## src/design/stsc_pkg.sv

```systemverilog
// Shared types, token codes and character tables for the source token scanner.
// No dependencies; imported by stsc_front, stsc_back and source_token_scanner.
package stsc_pkg;

    localparam int MAX_TOKEN_LEN = 32;
    localparam int VALUE_BITS    = 32;
    localparam int LEN_W         = $clog2(MAX_TOKEN_LEN + 1);
    localparam int IDX_W         = $clog2(MAX_TOKEN_LEN);
    localparam int KW_N          = 10;

    // front queue, power of two deep
    localparam int Q_DEPTH       = 4;
    localparam int Q_PTR_W       = $clog2(Q_DEPTH);

    // token kinds
    localparam logic [4:0] K_SINGLE  = 5'd0;
    localparam logic [4:0] K_LE      = 5'd11;
    localparam logic [4:0] K_EQ      = 5'd12;
    localparam logic [4:0] K_NE      = 5'd13;
    localparam logic [4:0] K_GE      = 5'd14;
    localparam logic [4:0] K_SHL     = 5'd15;
    localparam logic [4:0] K_SHR     = 5'd16;
    localparam logic [4:0] K_AND     = 5'd17;
    localparam logic [4:0] K_OR      = 5'd18;
    localparam logic [4:0] K_IDENT   = 5'd19;
    localparam logic [4:0] K_NUMBER  = 5'd20;
    localparam logic [4:0] K_STREND  = 5'd21;
    localparam logic [4:0] K_EOL     = 5'd22;
    localparam logic [4:0] K_TEXT    = 5'd23;
    localparam logic [4:0] K_STRCHAR = 5'd24;
    localparam logic [4:0] K_ERROR   = 5'd25;

    // error codes
    localparam logic [2:0] E_NONE      = 3'd0;
    localparam logic [2:0] E_IDENT_LEN = 3'd1;
    localparam logic [2:0] E_STR_LEN   = 3'd2;
    localparam logic [2:0] E_STR_OPEN  = 3'd3;
    localparam logic [2:0] E_BAD_CHAR  = 3'd4;

    // characters with a role of their own
    localparam logic [7:0] CH_SLASH  = 8'h2F;
    localparam logic [7:0] CH_STAR   = 8'h2A;
    localparam logic [7:0] CH_DQUOTE = 8'h22;
    localparam logic [7:0] CH_SQUOTE = 8'h27;
    localparam logic [7:0] CH_BSLASH = 8'h5C;
    localparam logic [7:0] CH_UNDER  = 8'h5F;
    localparam logic [7:0] CH_LT     = 8'h3C;
    localparam logic [7:0] CH_EQ     = 8'h3D;
    localparam logic [7:0] CH_BANG   = 8'h21;
    localparam logic [7:0] CH_GT     = 8'h3E;
    localparam logic [7:0] CH_AMP    = 8'h26;
    localparam logic [7:0] CH_PIPE   = 8'h7C;
    localparam logic [7:0] CH_ZERO   = 8'h30;
    localparam logic [7:0] CH_ONE    = 8'h31;

    typedef struct packed {
        logic       space;
        logic       digit;
        logic       ident;
        logic       hex_ok;
        logic [3:0] hex_val;
    } t_cls;

    typedef struct packed {
        logic [7:0] c;
        logic       eol;
        t_cls       cls;
    } t_item;

    function automatic t_cls classify(input logic [7:0] c);
        t_cls r;
        r = '0;
        r.space = (c == 8'h20) || (c >= 8'd9 && c <= 8'd13);
        r.digit = (c >= "0" && c <= "9");
        r.ident = r.digit || (c >= "a" && c <= "z") || (c >= "A" && c <= "Z") || (c == CH_UNDER);
        if (r.digit) begin
            r.hex_ok  = 1'b1;
            r.hex_val = 4'(c - "0");
        end else if (c >= "a" && c <= "f") begin
            r.hex_ok  = 1'b1;
            r.hex_val = 4'(c - "a" + 8'd10);
        end else if (c >= "A" && c <= "F") begin
            r.hex_ok  = 1'b1;
            r.hex_val = 4'(c - "A" + 8'd10);
        end
        return r;
    endfunction

    // keyword spelling, left aligned in six bytes
    function automatic logic [47:0] kw_word(input int k);
        case (k)
            0: return {"def", 24'h0};
            1: return {"var", 24'h0};
            2: return {"if", 32'h0};
            3: return {"else", 16'h0};
            4: return {"for", 24'h0};
            5: return {"do", 32'h0};
            6: return {"while", 8'h0};
            7: return {"goto", 16'h0};
            8: return "return";
            default: return {"print", 8'h0};
        endcase
    endfunction

    function automatic logic [2:0] kw_len(input int k);
        case (k)
            0, 1, 4: return 3'd3;
            2, 5:    return 3'd2;
            3, 7:    return 3'd4;
            6, 9:    return 3'd5;
            default: return 3'd6;
        endcase
    endfunction

    function automatic logic [7:0] escape_of(input logic [7:0] c);
        case (c)
            "n":     return 8'd10;
            "r":     return 8'd13;
            "t":     return 8'd9;
            default: return c;
        endcase
    endfunction

endpackage

```

## src/design/source_token_scanner.sv

```systemverilog
// Top level of the source token scanner: joins the classifying front queue
// and the token builder. Depends on stsc_pkg, stsc_front and stsc_back.
//
// Input channel: one source byte or end-of-line mark per word (i_valid,
// o_stall, i_char_in, i_end_of_line). Output channel: token results
// (o_valid, i_stall and the result fields); o_last_result flags the final
// result caused by an input word. A word may cause no result or up to 35.
// Order of work: a word is fetched from the four-entry queue, the builder
// runs its steps (one per result, plus steps that emit nothing, such as
// closing a number before the next token), and its final result is
// released; only then is the next word fetched. A word and its results
// pass through the queue, builder step, hold stage and output register.
// Reset clears the queue, comment and scanner state; the text store is
// not cleared. When the receiver stalls, the output register holds, the
// builder stops at its next result, and the queue fills and then raises
// o_stall.
module source_token_scanner import stsc_pkg::*; (
    input  logic                  i_clk,
    input  logic                  i_rst_n,
    input  logic                  i_valid,
    output logic                  o_stall,
    input  logic [7:0]            i_char_in,
    input  logic                  i_end_of_line,
    output logic                  o_valid,
    input  logic                  i_stall,
    output logic [4:0]            o_token_kind,
    output logic [7:0]            o_char_code,
    output logic [VALUE_BITS-1:0] o_number_value,
    output logic                  o_number_overflow,
    output logic [5:0]            o_text_length,
    output logic [2:0]            o_error_code,
    output logic                  o_last_result
);
    logic  q_valid, q_pop;
    t_item q_item;

    stsc_front u_front (
        .i_clk         (i_clk),
        .i_rst_n       (i_rst_n),
        .i_valid       (i_valid),
        .o_stall       (o_stall),
        .i_char_in     (i_char_in),
        .i_end_of_line (i_end_of_line),
        .o_q_valid     (q_valid),
        .o_q_item      (q_item),
        .i_q_pop       (q_pop)
    );

    stsc_back u_back (
        .i_clk             (i_clk),
        .i_rst_n           (i_rst_n),
        .i_q_valid         (q_valid),
        .i_q_item          (q_item),
        .o_q_pop           (q_pop),
        .o_valid           (o_valid),
        .i_stall           (i_stall),
        .o_token_kind      (o_token_kind),
        .o_char_code       (o_char_code),
        .o_number_value    (o_number_value),
        .o_number_overflow (o_number_overflow),
        .o_text_length     (o_text_length),
        .o_error_code      (o_error_code),
        .o_last_result     (o_last_result)
    );

endmodule

```

## src/design/stsc_front.sv

```systemverilog
// Front part of the scanner: accepts source words, classifies the byte and
// queues the result. Depends on stsc_pkg.
module stsc_front import stsc_pkg::*; (
    input  logic       i_clk,
    input  logic       i_rst_n,
    input  logic       i_valid,
    output logic       o_stall,
    input  logic [7:0] i_char_in,
    input  logic       i_end_of_line,
    output logic       o_q_valid,
    output t_item      o_q_item,
    input  logic       i_q_pop
);
    t_item              r_q [Q_DEPTH];
    logic [Q_PTR_W-1:0] r_wp, r_rp;
    logic [Q_PTR_W:0]   r_cnt;
    logic               push, pop;

    assign o_stall   = (r_cnt == (Q_PTR_W+1)'(Q_DEPTH));
    assign push      = i_valid && !o_stall;
    assign pop       = i_q_pop && (r_cnt != '0);
    assign o_q_valid = (r_cnt != '0);
    assign o_q_item  = r_q[r_rp];

    // store classified words
    always_ff @(posedge i_clk) begin
        if (push) begin
            r_q[r_wp] <= '{c: i_char_in, eol: i_end_of_line, cls: classify(i_char_in)};
        end
    end

    // advance pointers
    always_ff @(posedge i_clk) begin
        if (!i_rst_n) begin
            r_wp  <= '0;
            r_rp  <= '0;
            r_cnt <= '0;
        end else begin
            if (push) r_wp <= r_wp + Q_PTR_W'(1);
            if (pop)  r_rp <= r_rp + Q_PTR_W'(1);
            r_cnt <= r_cnt + (Q_PTR_W+1)'(push) - (Q_PTR_W+1)'(pop);
        end
    end

endmodule

```

## src/design/stsc_back.sv

```systemverilog
// Back part of the scanner: comment stripping and token building (one step
// per cycle unless stalled); hold stage marks last result. Depends on stsc_pkg.
module stsc_back import stsc_pkg::*; (
    input  logic                  i_clk,
    input  logic                  i_rst_n,
    input  logic                  i_q_valid,
    input  t_item                 i_q_item,
    output logic                  o_q_pop,
    output logic                  o_valid,
    input  logic                  i_stall,
    output logic [4:0]            o_token_kind,
    output logic [7:0]            o_char_code,
    output logic [VALUE_BITS-1:0] o_number_value,
    output logic                  o_number_overflow,
    output logic [5:0]            o_text_length,
    output logic [2:0]            o_error_code,
    output logic                  o_last_result
);
    typedef enum logic [3:0] {
        M_IDLE, M_OP, M_ZERO, M_DEC, M_HEX, M_BIN, M_IDENT, M_STR, M_STRESC,
        M_CHOPEN, M_CHESC, M_CHCLOSE, M_SKIP, M_FLUSH, M_EOLNEXT, M_ERR3
    } t_mode;
    typedef enum logic [1:0] {P_ITEM, P_RUN, P_FIN} t_phase;
    typedef enum logic [1:0] {CM_TEXT, CM_BLOCK, CM_LINE} t_cm;

    typedef struct packed {
        logic [4:0]            kind;
        logic [7:0]            ch;
        logic [VALUE_BITS-1:0] val;
        logic                  ovf;
        logic [5:0]            len;
        logic [2:0]            err;
    } t_res;

    t_phase                r_ph;
    t_mode                 r_mode, n_mode;
    t_cm                   r_cm, n_cm;
    logic                  r_slash, n_slash, r_star, n_star;
    logic                  r_ev1, n_ev1, has_ev;
    t_item                 r_it;
    logic [7:0]            r_held, n_held;
    logic [VALUE_BITS-1:0] r_acc, n_acc;
    logic                  r_ovfs, n_ovfs;
    logic [LEN_W-1:0]      r_count, n_count;
    logic [KW_N-1:0]       r_hits, n_hits;
    logic [IDX_W-1:0]      r_idx, n_idx;
    logic [7:0]            r_store [MAX_TOKEN_LEN];
    logic                  st_we;
    logic [IDX_W-1:0]      st_wa;
    t_res                  r_hold, e_res, r_out;
    logic                  r_hv, r_ov, r_olast;
    logic                  e_v, cons, out_free, step_go, fin_go, push;

    // current event
    logic [7:0] ev_c;
    logic       ev_eol;
    t_cls       ev_cls;
    assign ev_c   = r_ev1 ? CH_SLASH : r_it.c;
    assign ev_eol = r_ev1 ? 1'b0 : r_it.eol;
    assign ev_cls = r_ev1 ? t_cls'('0) : r_it.cls;

    // identifier byte: keyword filter and position
    logic [LEN_W-1:0] ic_pos;
    logic [KW_N-1:0]  ic_hits;
    always_comb begin
        ic_pos  = (r_mode == M_IDLE) ? '0 : r_count;
        ic_hits = (r_mode == M_IDLE) ? '1 : r_hits;
        for (int k = 0; k < KW_N; k++) begin
            if (ic_pos >= LEN_W'(kw_len(k))
                    || kw_word(k)[47 - 8*ic_pos[2:0] -: 8] != ev_c) begin
                ic_hits[k] = 1'b0;
            end
        end
    end

    // keyword match at end of identifier
    logic       kw_hit;
    logic [3:0] kw_idx;
    always_comb begin
        kw_hit = 1'b0;
        kw_idx = '0;
        for (int k = KW_N - 1; k >= 0; k--) begin
            if (r_hits[k] && r_count == LEN_W'(kw_len(k))) begin
                kw_hit = 1'b1;
                kw_idx = 4'(k);
            end
        end
    end

    // digit accumulate with overflow detect
    logic [VALUE_BITS+3:0] acc_w, acc_n;
    always_comb begin
        acc_w = {4'b0, r_acc};
        case (r_mode)
            M_HEX:   acc_n = (acc_w << 4) + (VALUE_BITS+4)'(ev_cls.hex_val);
            M_BIN:   acc_n = (acc_w << 1) + (VALUE_BITS+4)'(ev_cls.hex_val);
            default: acc_n = (acc_w << 3) + (acc_w << 1) + (VALUE_BITS+4)'(ev_cls.hex_val);
        endcase
    end

    // one step of the token builder
    always_comb begin
        e_v     = 1'b0;
        e_res   = '0;
        n_mode  = r_mode;
        cons    = 1'b1;
        n_held  = r_held;
        n_acc   = r_acc;
        n_ovfs  = r_ovfs;
        n_count = r_count;
        n_hits  = r_hits;
        n_idx   = r_idx;
        st_we   = 1'b0;
        st_wa   = ic_pos[IDX_W-1:0];
        unique case (r_mode)
            M_IDLE: begin
                if (ev_eol) begin
                    e_v = 1'b1; e_res.kind = K_EOL;
                end else if (ev_cls.space) begin
                end else if (ev_c == CH_DQUOTE) begin
                    n_mode = M_STR; n_count = '0;
                end else if (ev_c == CH_SQUOTE) begin
                    n_mode = M_CHOPEN;
                end else if (ev_c == CH_LT || ev_c == CH_EQ || ev_c == CH_BANG
                        || ev_c == CH_GT || ev_c == CH_AMP || ev_c == CH_PIPE) begin
                    n_held = ev_c; n_mode = M_OP;
                end else if (ev_cls.digit) begin
                    n_acc  = VALUE_BITS'(ev_cls.hex_val);
                    n_ovfs = 1'b0;
                    n_mode = (ev_c == CH_ZERO) ? M_ZERO : M_DEC;
                end else if (ev_cls.ident) begin
                    n_hits = ic_hits; st_we = 1'b1;
                    n_count = ic_pos + LEN_W'(1); n_mode = M_IDENT;
                end else begin
                    e_v = 1'b1; e_res.kind = K_SINGLE; e_res.ch = ev_c;
                end
            end
            M_OP: begin
                n_mode = M_IDLE;
                e_v = 1'b1;
                e_res.kind = K_SINGLE;
                if (!ev_eol && ev_c == CH_EQ && r_held == CH_LT)  e_res.kind = K_LE;
                else if (!ev_eol && ev_c == CH_EQ && r_held == CH_EQ) e_res.kind = K_EQ;
                else if (!ev_eol && ev_c == CH_EQ && r_held == CH_BANG) e_res.kind = K_NE;
                else if (!ev_eol && ev_c == CH_EQ && r_held == CH_GT) e_res.kind = K_GE;
                else if (!ev_eol && ev_c == r_held && ev_c == CH_LT) e_res.kind = K_SHL;
                else if (!ev_eol && ev_c == r_held && ev_c == CH_GT) e_res.kind = K_SHR;
                else if (!ev_eol && ev_c == r_held && ev_c == CH_AMP) e_res.kind = K_AND;
                else if (!ev_eol && ev_c == r_held && ev_c == CH_PIPE) e_res.kind = K_OR;
                if (e_res.kind == K_SINGLE) begin
                    e_res.ch = r_held; cons = 1'b0;
                end
            end
            M_ZERO: begin
                if (!ev_eol && (ev_c == "x" || ev_c == "X")) n_mode = M_HEX;
                else if (!ev_eol && (ev_c == "b" || ev_c == "B")) n_mode = M_BIN;
                else begin
                    n_mode = M_DEC; cons = 1'b0;
                end
            end
            M_DEC, M_HEX, M_BIN: begin
                if (!ev_eol && ev_c == CH_UNDER) begin
                end else if (!ev_eol && ((r_mode == M_DEC && ev_cls.digit)
                        || (r_mode == M_HEX && ev_cls.hex_ok)
                        || (r_mode == M_BIN && (ev_c == CH_ZERO || ev_c == CH_ONE)))) begin
                    n_acc = acc_n[VALUE_BITS-1:0];
                    if (acc_n[VALUE_BITS+3:VALUE_BITS] != 4'd0) n_ovfs = 1'b1;
                end else begin
                    e_v = 1'b1; e_res.kind = K_NUMBER;
                    e_res.val = r_acc; e_res.ovf = r_ovfs;
                    n_mode = M_IDLE; cons = 1'b0;
                end
            end
            M_IDENT: begin
                if (!ev_eol && ev_cls.ident) begin
                    if (r_count >= LEN_W'(MAX_TOKEN_LEN)) begin
                        e_v = 1'b1; e_res.kind = K_ERROR; e_res.err = E_IDENT_LEN;
                        n_mode = M_SKIP;
                    end else begin
                        n_hits = ic_hits; st_we = 1'b1; n_count = r_count + LEN_W'(1);
                    end
                end else begin
                    e_v = 1'b1; cons = 1'b0;
                    if (kw_hit) begin
                        e_res.kind = 5'(kw_idx) + 5'd1; n_mode = M_IDLE;
                    end else begin
                        e_res.kind = K_IDENT; e_res.len = 6'(r_count);
                        n_mode = M_FLUSH; n_idx = '0;
                    end
                end
            end
            M_FLUSH: begin
                e_v = 1'b1; e_res.kind = K_TEXT; e_res.ch = r_store[r_idx];
                cons = 1'b0;
                if (LEN_W'(r_idx) + LEN_W'(1) == r_count) n_mode = M_IDLE;
                n_idx = r_idx + IDX_W'(1);
            end
            M_STR: begin
                if (ev_eol) begin
                    e_v = 1'b1; e_res.kind = K_ERROR; e_res.err = E_STR_OPEN;
                    n_mode = M_EOLNEXT; cons = 1'b0;
                end else if (ev_c == CH_DQUOTE) begin
                    e_v = 1'b1; e_res.kind = K_STREND; n_mode = M_IDLE;
                end else if (r_count >= LEN_W'(MAX_TOKEN_LEN)) begin
                    e_v = 1'b1; e_res.kind = K_ERROR; e_res.err = E_STR_LEN;
                    n_mode = M_SKIP;
                end else begin
                    n_count = r_count + LEN_W'(1);
                    if (ev_c == CH_BSLASH) n_mode = M_STRESC;
                    else begin
                        e_v = 1'b1; e_res.kind = K_STRCHAR; e_res.ch = ev_c;
                    end
                end
            end
            M_STRESC: begin
                e_v = 1'b1; e_res.kind = K_STRCHAR;
                if (ev_eol) begin
                    e_res.ch = CH_BSLASH; n_mode = M_ERR3; cons = 1'b0;
                end else begin
                    e_res.ch = escape_of(ev_c); n_mode = M_STR;
                end
            end
            M_ERR3: begin
                e_v = 1'b1; e_res.kind = K_ERROR; e_res.err = E_STR_OPEN;
                n_mode = M_EOLNEXT; cons = 1'b0;
            end
            M_EOLNEXT: begin
                e_v = 1'b1; e_res.kind = K_EOL; n_mode = M_IDLE;
            end
            M_CHOPEN, M_CHESC: begin
                if (ev_eol) begin
                    e_v = 1'b1; e_res.kind = K_ERROR; e_res.err = E_BAD_CHAR;
                    n_mode = M_EOLNEXT; cons = 1'b0;
                end else if (r_mode == M_CHOPEN && ev_c == CH_BSLASH) begin
                    n_mode = M_CHESC;
                end else begin
                    n_acc  = VALUE_BITS'((r_mode == M_CHESC) ? escape_of(ev_c) : ev_c);
                    n_ovfs = 1'b0; n_mode = M_CHCLOSE;
                end
            end
            M_CHCLOSE: begin
                e_v = 1'b1;
                if (!ev_eol && ev_c == CH_SQUOTE) begin
                    e_res.kind = K_NUMBER; e_res.val = r_acc; n_mode = M_IDLE;
                end else begin
                    e_res.kind = K_ERROR; e_res.err = E_BAD_CHAR;
                    n_mode = ev_eol ? M_EOLNEXT : M_SKIP;
                    cons = !ev_eol;
                end
            end
            M_SKIP: begin
                if (ev_eol) begin
                    e_v = 1'b1; e_res.kind = K_EOL; n_mode = M_IDLE;
                end
            end
            default: begin
                n_mode = M_IDLE; cons = 1'b0;
            end
        endcase
    end

    // comment stripping on a fresh word
    logic raw;
    always_comb begin
        raw     = (r_mode >= M_STR && r_mode <= M_SKIP);
        n_cm    = r_cm;
        n_slash = r_slash;
        n_star  = r_star;
        n_ev1   = 1'b0;
        has_ev  = 1'b0;
        if (raw) begin
            has_ev = 1'b1;
        end else if (i_q_item.eol) begin
            if (r_cm == CM_LINE) n_cm = CM_TEXT;
            n_star = 1'b0;
            n_slash = 1'b0;
            n_ev1 = r_slash;
            has_ev = 1'b1;
        end else if (r_cm == CM_LINE) begin
        end else if (r_cm == CM_BLOCK) begin
            if (i_q_item.c == CH_SLASH && r_star) begin
                n_cm = CM_TEXT; n_star = 1'b0;
            end else begin
                n_star = (i_q_item.c == CH_STAR);
            end
        end else if (r_slash) begin
            n_slash = 1'b0;
            if (i_q_item.c == CH_SLASH) n_cm = CM_LINE;
            else if (i_q_item.c == CH_STAR) begin
                n_cm = CM_BLOCK; n_star = 1'b0;
            end else begin
                n_ev1 = 1'b1; has_ev = 1'b1;
            end
        end else if (i_q_item.c == CH_SLASH) begin
            n_slash = 1'b1;
        end else begin
            has_ev = 1'b1;
        end
    end

    assign out_free = !r_ov || !i_stall;
    assign step_go  = (r_ph == P_RUN) && (!e_v || !r_hv || out_free);
    assign fin_go   = (r_ph == P_FIN) && (!r_hv || out_free);
    assign push     = (step_go && e_v && r_hv) || (fin_go && r_hv);
    assign o_q_pop  = (r_ph == P_ITEM) && i_q_valid;

    // identifier text store
    always_ff @(posedge i_clk) begin
        if (step_go && st_we) r_store[st_wa] <= ev_c;
    end

    // hold payload, output payload and the latched word
    always_ff @(posedge i_clk) begin
        if (o_q_pop) r_it <= i_q_item;
        if (step_go && e_v) r_hold <= e_res;
        if (push) begin
            r_out   <= r_hold;
            r_olast <= (r_ph == P_FIN);
        end
        if (step_go) begin
            r_held  <= n_held;
            r_acc   <= n_acc;
            r_ovfs  <= n_ovfs;
            r_idx   <= n_idx;
        end
    end

    // sequencer and scanner state
    always_ff @(posedge i_clk) begin
        if (!i_rst_n) begin
            r_ph    <= P_ITEM;
            r_mode  <= M_IDLE;
            r_cm    <= CM_TEXT;
            r_slash <= 1'b0;
            r_star  <= 1'b0;
            r_ev1   <= 1'b0;
            r_count <= '0;
            r_hits  <= '0;
            r_hv    <= 1'b0;
            r_ov    <= 1'b0;
        end else begin
            if (push) r_ov <= 1'b1;
            else if (!i_stall) r_ov <= 1'b0;
            unique case (r_ph)
                P_ITEM: begin
                    if (i_q_valid) begin
                        r_cm    <= n_cm;
                        r_slash <= n_slash;
                        r_star  <= n_star;
                        r_ev1   <= n_ev1;
                        if (has_ev) r_ph <= P_RUN;
                    end
                end
                P_RUN: begin
                    if (step_go) begin
                        r_mode  <= n_mode;
                        r_count <= n_count;
                        r_hits  <= n_hits;
                        if (e_v) r_hv <= 1'b1;
                        if (cons) begin
                            if (r_ev1) r_ev1 <= 1'b0;
                            else r_ph <= P_FIN;
                        end
                    end
                end
                P_FIN: begin
                    if (fin_go) begin
                        r_hv <= 1'b0;
                        r_ph <= P_ITEM;
                    end
                end
                default: r_ph <= P_ITEM;
            endcase
        end
    end

    assign o_valid           = r_ov;
    assign o_token_kind      = r_out.kind;
    assign o_char_code       = r_out.ch;
    assign o_number_value    = r_out.val;
    assign o_number_overflow = r_out.ovf;
    assign o_text_length     = r_out.len;
    assign o_error_code      = r_out.err;
    assign o_last_result     = r_olast;

    a_no_transient_between_words: assert property (@(posedge i_clk) disable iff (!i_rst_n)
        r_ph == P_ITEM |-> !(r_mode == M_FLUSH || r_mode == M_EOLNEXT || r_mode == M_ERR3))
        else $error("scanner left an unfinished sequence between words");
    a_count_bounded: assert property (@(posedge i_clk) disable iff (!i_rst_n)
        r_count <= LEN_W'(MAX_TOKEN_LEN))
        else $error("text count beyond token limit");
    a_flush_in_range: assert property (@(posedge i_clk) disable iff (!i_rst_n)
        r_mode == M_FLUSH |-> LEN_W'(r_idx) < r_count)
        else $error("text flush index past identifier end");
    a_hold_empty_on_fetch: assert property (@(posedge i_clk) disable iff (!i_rst_n)
        r_ph == P_ITEM |-> !r_hv)
        else $error("held result not delivered before next word");

endmodule
```

## config.mk

```make
export PLATFORM = sky130hd
export DESIGN_NAME = source_token_scanner
export DESIGN_NICKNAME = d
export VERILOG_FILES = /design/src/design/stsc_pkg.sv /design/src/design/source_token_scanner.sv /design/src/design/stsc_front.sv /design/src/design/stsc_back.sv
export SDC_FILE = /design/constraint.sdc
export NUM_CORES = 1
export LEC_CHECK = 0
export BUFFER_PORTS_ARGS = -buffer_cell sky130_fd_sc_hd__buf_2
export CELL_PAD_IN_SITES_DETAIL_PLACEMENT = 0
export CELL_PAD_IN_SITES_GLOBAL_PLACEMENT = 2
export CORE_MARGIN = 4
export CORE_UTILIZATION = 40
export DETAILED_ROUTE_END_ITERATION = 16
export GPL_TIMING_DRIVEN = 0
export HOLD_SLACK_MARGIN = 0.12
export MAX_ROUTING_LAYER = met4
export PLACE_DENSITY = 0.69
export SETUP_SLACK_MARGIN = 0.2
export SLEW_MARGIN = 15
export SYNTH_ARGS = -nofsm -noshare
export SYNTH_HDL_FRONTEND = slang
export SYNTH_SLANG_ARGS = --single-unit
```

## constraint.sdc

```tcl
create_clock -name i_clk -period 7.95 [get_ports i_clk]
set_clock_uncertainty 0.05 [all_clocks]
set_input_delay 0.795 -clock i_clk [delete_from_list [all_inputs] [get_ports i_clk]]
set_output_delay 0.795 -clock i_clk [all_outputs]
set_load 0.01 [all_outputs]
```

# Yosys cells after proc, flatten, opt, wreduce, memory -nomap -nowiden
# Memories as Yosys holds them, arrays and structs flattened. A register that Yosys moved wholly into a read port is not among the register bits.
# Index checks and enable logic that the tools add are counted.
[word_totals]
n_memories = 2
mem_bits_rw = 324
input_bits = 13
register_bits = 210
wordCells = 576
out_inout_bits = 58
[op_classes]
n_mux = 258
n_eq_ne = 106
reduce_logical = 119
order_cmp = 18
n_bitwise = 7
add_sub_neg = 19
shifts = 10
[memory_table]
columns = ["memory", "words", "word_bits", "read_ports", "rd_ports_with_merged_regs", "write_ports", "line_no", "source"]
rows = [
  ["u_back.r_store", 32, 8, 1, 1, 1, "stsc_back.sv:47", "logic [7:0] r_store [MAX_TOKEN_LEN];"],
  ["u_front.r_q", 4, 17, 1, 1, 1, "stsc_front.sv:14", "t_item r_q [Q_DEPTH];"],
]
[op_table]
columns = ["cell", "n"]
rows = [
  ["$shiftx A55 B33 Y8 const A", 10],
  ["$mux W32", 11],
  ["$mux W5", 27],
  ["$mux W4", 33],
  ["$eq A8 B6 Y1 const B", 16],
  ["$mux W1", 106],
  ["$mux W10", 10],
  ["$pmux W32 S3", 1],
  ["$eq A8 B7 Y1 const B", 11],
  ["$mux W8", 10],
  ["$ne A8 B8 Y1", 10],
  ["$mux W13", 6],
  ["$add A36 B4 Y36", 2],
  ["$mux W6", 12],
  ["$pmux W36 S2", 1],
  ["$mux W33", 2],
  ["$pmux W32 S2", 1],
  ["$pmux W5 S12", 1],
  ["$pmux W4 S12", 1],
  ["$logic_and A1 B1 Y1", 47],
  ["$pmux W8 S5", 1],
  ["$add A35 B33 Y36", 1],
  ["$mux W2", 18],
  ["$reduce_and A12 Y1", 3],
  ["71 further kinds", 196],
]

# Logic depth before layout (Yosys ltp)
[logic_depth]
word_depth = 21
mapped_depth = 18
ltp_nobuf = 15

# Hierarchy
# Synthesis repeated with hierarchy kept, for this count alone.
[unflattened]
hier_cells = 2151
area_unflattened_um2 = 27400.0
[modules_own_cells]
columns = ["mod", "cells_each", "n_inst", "seq_area_each_um2", "area_per_inst_um2"]
rows = [
  ["stsc_back", 1962, 1, 13593.0, 24164.4],
  ["stsc_front", 189, 1, 2222.1, 3235.6],
]

# Least setup slack after synthesis
# OpenSTA, ideal clock, no wires.
[synth_path]
kind = "register -> register"
startpoint = "reg u_back.r_mode[1]"
endpoint = "reg u_back.r_out, in the netlist u_back.o_char_code[0] (enable)"
stages_incl_launch_ff = 9
path_buffers = 1
arrival_time_ns = 5.944
required_ns = 7.347
period_less_slack_ns = 6.546
setup_ns = 0.553
path_slack_ns = 1.404
cell_sequence = "dfxtp_1 > nor2b_1 > a21oi_1 > or2_2 > clkbuf_1 > or3_1 > o2111ai_2 > a21oi_1 > nor3b_1"
[synth_between]
elab_chain_len = 15
word_cells_on_any_way = 34
cone_classes = "14 x eq/ne; 3 x mux; 17 x reduce/logical"
[synth_lines]
columns = ["item", "line_no", "source"]
rows = [
  ["from (decl)", "stsc_back.sv:36", "t_mode r_mode, n_mode;"],
  ["from (signal assigned)", "stsc_back.sv:356", "r_mode <= n_mode;"],
  ["$eq A4 B2 Y1 or $eq A4 B3 Y1 (tied branches)", "stsc_back.sv:115, stsc_back.sv:163, stsc_back.sv:164", ""],
  ["$logic_and A1 B1 Y1, on equally long branches", "stsc_back.sv:163, stsc_back.sv:164", ""],
  ["$logic_or A1 B1 Y1", "stsc_back.sv:164", "|| (r_mode == M_HEX && ev_cls.hex_ok)"],
  ["$logic_or A1 B1 Y1", "stsc_back.sv:165", "|| (r_mode == M_BIN && (ev_c == CH_ZERO || ev_c == CH_ONE)))) begin"],
  ["$logic_and A1 B1 Y1", "stsc_back.sv:163", "end else if (!ev_eol && ((r_mode == M_DEC && ev_cls.digit)"],
  ["$mux W1", "stsc_back.sv:163", ""],
  ["$mux W1", "stsc_back.sv:162", "if (!ev_eol && ev_c == CH_UNDER) begin"],
  ["$pmux W1 S6 *", "stsc_back.sv:115", "unique case (r_mode)"],
  ["$logic_not A1 Y1", "stsc_back.sv:302", "assign step_go = (r_ph == P_RUN) && (!e_v || !r_hv || out_free);"],
  ["$logic_or A1 B1 Y1 (2 in a row)", "stsc_back.sv:302", ""],
  ["$logic_and A1 B1 Y1", "stsc_back.sv:302", ""],
  ["$logic_and A1 B1 Y1 * (2 in a row)", "stsc_back.sv:304", "assign push = (step_go && e_v && r_hv) || (fin_go && r_hv);"],
  ["$logic_or A1 B1 Y1 *", "stsc_back.sv:304", ""],
  ["via u_back.push", "stsc_back.sv:52", "logic e_v, cons, out_free, step_go, fin_go, push;"],
  ["to (signal assigned)", "stsc_back.sv:317", "r_out <= r_hold;"],
  ["to (decl)", "stsc_back.sv:50", "t_res r_hold, e_res, r_out;"],
]
# The timed path passes the listed nets; every way through them passes the cells marked *.
# A chain may end at the register's enable or synchronous reset.

# Worst setup path in the final report
[layout_path]
startpoint = "reg u_back.r_ev1"
endpoint = "reg u_back.r_ovfs (enable)"
[layout_between]
elab_chain_len = 18
word_cells_on_any_way = 68
cone_classes = "3 x add/sub; 23 x eq/ne; 20 x mux; 22 x reduce/logical"
[layout_lines]
columns = ["item", "line_no", "source"]
rows = [
  ["from (decl)", "stsc_back.sv:39", "logic r_ev1, n_ev1, has_ev;"],
  ["from (signal assigned)", "stsc_back.sv:350", "r_ev1 <= n_ev1;"],
  ["$mux W8", "stsc_back.sv:58", "assign ev_c = r_ev1 ? CH_SLASH : r_it.c;"],
  ["$eq A8 B6 Y1", "stsc_back.sv:124", "end else if (ev_c == CH_LT || ev_c == CH_EQ || ev_c == CH_BANG"],
  ["$logic_or A1 B1 Y1 (2 in a row)", "stsc_back.sv:124", ""],
  ["$logic_or A1 B1 Y1 (3 in a row)", "stsc_back.sv:125", "|| ev_c == CH_GT || ev_c == CH_AMP || ev_c == CH_PIPE) begin"],
  ["$mux W1", "stsc_back.sv:124", ""],
  ["$mux W1", "stsc_back.sv:122", "end else if (ev_c == CH_SQUOTE) begin"],
  ["$mux W1", "stsc_back.sv:120", "end else if (ev_c == CH_DQUOTE) begin"],
  ["$mux W1", "stsc_back.sv:119", "end else if (ev_cls.space) begin"],
  ["$mux W1", "stsc_back.sv:117", "if (ev_eol) begin"],
  ["$pmux W1 S6", "stsc_back.sv:115", ""],
  ["$logic_not A1 Y1", "stsc_back.sv:302", ""],
  ["$logic_or A1 B1 Y1 (2 in a row)", "stsc_back.sv:302", ""],
  ["$logic_and A1 B1 Y1", "stsc_back.sv:302", ""],
  ["$reduce_and A13 Y1 (no line) *", "-", ""],
  ["to (signal assigned)", "stsc_back.sv:323", "r_ovfs <= n_ovfs;"],
  ["to (decl)", "stsc_back.sv:43", "logic r_ovfs, n_ovfs;"],
]
# Mark *: on every way between the ends. The rest lies on a longest branch, timed or not.

==> impl_metrics.ini <==
[outcome]
status = finished, final reports clean

[yosys]
syn_inst = 2080
seq_area_frac_synth_pct = 58.51
syn_nets = 2187
syn_avg_cell_area_um2 = 13.00
ys_warn_count = 0
synth.distinct_cells = 88
synth_edf_count = 498
yosysTopAreaCellShare_pct = 55.33
synth-main-ff-cell = edfxtp_1
synth_common_cells = 498 x edfxtp_1, 152 x nor2_1, 138 x nand2_1, 113 x a21oi_1, 97 x mux4_2
yosysMostFrequentCell = edfxtp_1
synth_area_leaders = edfxtp_1 55%, mux4_2 8.1%, ha_1 4.2%
netlist.top_cell.by_area = edfxtp_1
ys_seq_elements = 541
synth_area_um2 = 27030
async_flop_share_pct = 0

[critical_path]
slowest_delay_ps = 770
r2r-start = u_back.r_ev1
cp_data_required_time_ps = 8230
slowest_stage = buf_1
crit_chain = buf_6 -> buf_6 -> clkbuf_1 -> clkbuf_1 -> buf_1 -> nor2b_1 -> ha_1 -> ha_1 -> fa_1 -> a211oi_1 -> o21ai_0 -> a211oi_1 -> o21bai_1 -> a21oi_1 -> or4_1 -> o211ai_1 -> a21oi_1 -> o31a_1
cp_max_fo = 10
worstPathArrival_ps = 6470
crit_path_end_kind = flip-flop
r2r-end = u_back.r_ovfs
crit_type = reg -> reg
cp-startpoint = u_back.r_ev1
rrSetupSlack_ps = 1770
r2r_cells = 18
endpoint = u_back.r_ovfs
cp-start-kind = flip-flop

[clocking]
htree_levels = 2
clock-sinks = 541
cts_root_buf = clkbuf_16
cts.clk_slew.worst_paths_ps = 60
cts_buffer_depth = 3
ctsHoldBuffers = 0
postCtsSetupBuffers = 0
cts_repair_resize_count = 0
worstSkewPairLatency_ps = 650
cts_inserted_buffers = 57
tritoncts = built

[global_routing]
grt-ovfl-total = 0
grt_max_degree = 53
antenna_found_initial = 1
first_global_vias = 18170
track_usage_pct = 22.81
grt_pass1_wl_um = 120000

[pwr]
power.leakage_nw = 10.26
peakVddDrop_uv = 181.4
p_total_w = 0.009624
p_switching_w = 0.003371
pwr-share-seq_pct = 40.5
power_frac_clock_pct = 29.0
p_int_w = 0.006253
p_comb_share_pct = 30.5
switching_share_pct = 35.03
pwr_density_cell_nw_per_um2 = 313.3

[finish]
stdcell_area_um2 = 30710
nets = 2334
num-fill-cells = 6098
drive_above_1_share_pct = 15.25
antennaDiodeCount = 0
area_delta_synth_final_pct = 13.63
utilization_pct = 45.81

[floorplan]
rows = 95
fp.dieH_um = 268.0
fp.coreArea_um2 = 67040
io_pins = 71
die_area_um2 = 71800
start_util_pct = 40.32
die_x_um = 268.0

[timing]
drv_slew = 0
fmax_ghz = 0.1617
finalHoldViolations = 0
whs_ps = 342.5
fin_setup_tns_ps = 0
post-route-period-util_pct = 77.79
worst_pin_slew_ps = 1196
setup_viol = 0
rsz0062_at_grt = no
layout_min_cycle_time_ps = 6185
maxSlewHeadroom_pct = 19.54

[place]
numPortBuffers = 69
dpl_cell_area_um2 = 28720
place_congestion = 0.9129
hpwlAfterDp_um = 58670

[route]
dr.pass1.iters = 5
wl_per_cell_um = 25.47
via_count = 18640
remaining_drc_errors = 0
viasPerCell = 5.920
routed_wl_um = 80170
drtIter0Drc = 1885
final_antenna_net_count = 0

[min_path]
hold_class = in -> reg
min_path_cells = 1

[job]
max_cap_violations = 0
==> through the flow <==
stage	instances	setup slack, ps
after global routing	3148	1412
after detailed placement	3041	1832
after global placement	3022	-2821
final	3148	1765
after floorplan	2080	1404
after CTS	3148	1776
==> cell usage in the layout (no fill, tap or decap), types with 9 or more instances in the layout <==
cell type  synthesis  final
a21oi_1          113    113
buf_2              8     79
buf_1             20     19
o21bai_1          10     10
nand2b_1          15     15
mux2i_1           12     12
nor2_1           152    151
a221oi_1          14     14
o22ai_1           20     20
nand3_1           59     59
clkbuf_16          0     57
and2_1            27     27
o211ai_1          21     21
xnor2_1           56     56
clkinv_2           0     13
a21o_1            17     17
nand2_1          138    138
ha_1              90     90
xor2_1            35     35
a31oi_1           23     23
nor4_1            18     16
mux4_2            97     97
nor3b_1           12     10
dfxtp_1           43     43
nor3_1            40     37
buf_4              0     12
nor2b_1           52     52
clkbuf_1          89     96
a221o_1            9      9
a211oi_1          21     21
o31ai_1           11     11
and3_1            25     24
or3_1             14     14
nand4_1           17     17
inv_1             46     44
o221a_2           12     12
o21ai_0           94     94
edfxtp_1         498    498
==> per-layer routing <==
layer	GRT usage [%]	vias up	wire length, um
li1	-	8415	-
met4	4.417	0	1463
met5	-	-	0
met1	34.30	9453	37980
met2	33.68	663	35560
met3	2.902	104	5163
==> worst max-delay path: cells and delay by family, from the launching register on <==
family                   cells  cell delay, ps
AO/OA/AOI/OAI                8            2120
buffers and inverters        5            2060
adder cells (fa/ha/maj)      3             970
AND/OR/NAND/NOR              2             350
flip-flops                   1             320
==> registers in the layout, indices dropped and copies added, names as in the netlist, 3 cells and up, named ones only <==
register and cells:
u_back.o_char_code 8, u_back.o_error_code 3, u_back.o_number_value 32, u_back.o_text_length 6, u_back.o_token_kind 5, u_back.r_acc 32, u_back.r_count 6, u_back.r_held 8
u_back.r_hits 10, u_back.r_hold 55, u_back.r_idx 5, u_back.r_it 17, u_back.r_mode 4, u_back.r_store 256, u_front.r_cnt 3, u_front.r_q 68
==> layout make-up <==
cell class                 count  area (um2)  share of cell area, %
buffer                       119       474.2                  1.544
clock buffer                  66        1470                  4.787
clock inverter                41       520.5                  1.695
inverter                      51       191.4                 0.6233
multi-input combinational   1369       10610                  34.56
sequential                   541       15820                  51.49
tap                          873        1092                  3.556
timing repair buffer          88       535.5                  1.744
==> kinds of logic (layout without fill, tap and decap cells) <==
group                    after synthesis  after routing  share of synthesized area (%)
flip-flops                           541            541                          58.51
AND/OR/NAND/NOR                      619            619                          11.77
adder cells (fa/ha/maj)               94             94                          4.462
AO/OA/AOI/OAI                        454            454                          11.24
multiplexers                         111            111                          8.610
XOR/XNOR                              91             91                          2.949
buffers and inverters                170            365                          2.453
==> power groups by stage <==
stage	logic (W)	registers, W	clock network, W
floorplan	0.00185	0.00391	0
global placement	0.00281	0.00399	0
detailed placement	0.00292	0.00396	0
CTS	0.00293	0.00390	0.00286
global route	0.00320	0.00393	0.00298
finish	0.00293	0.00390	0.00279
==> worst min-delay path by stage <==
stage,start,end,slack (ps)
floorplan,u_back.r_hold[42],u_back.o_char_code[0],350
global placement,u_back.r_hold[35],u_back.o_number_value[25],350
detailed placement,u_back.r_hold[16],u_back.o_number_value[6],350
CTS,i_end_of_line,u_front.r_q[2][8],300
global route,i_end_of_line,u_front.r_q[2][8],330
finish,i_end_of_line,u_front.r_q[2][8],340
Note: power is estimated with default switching activity, not from simulation.
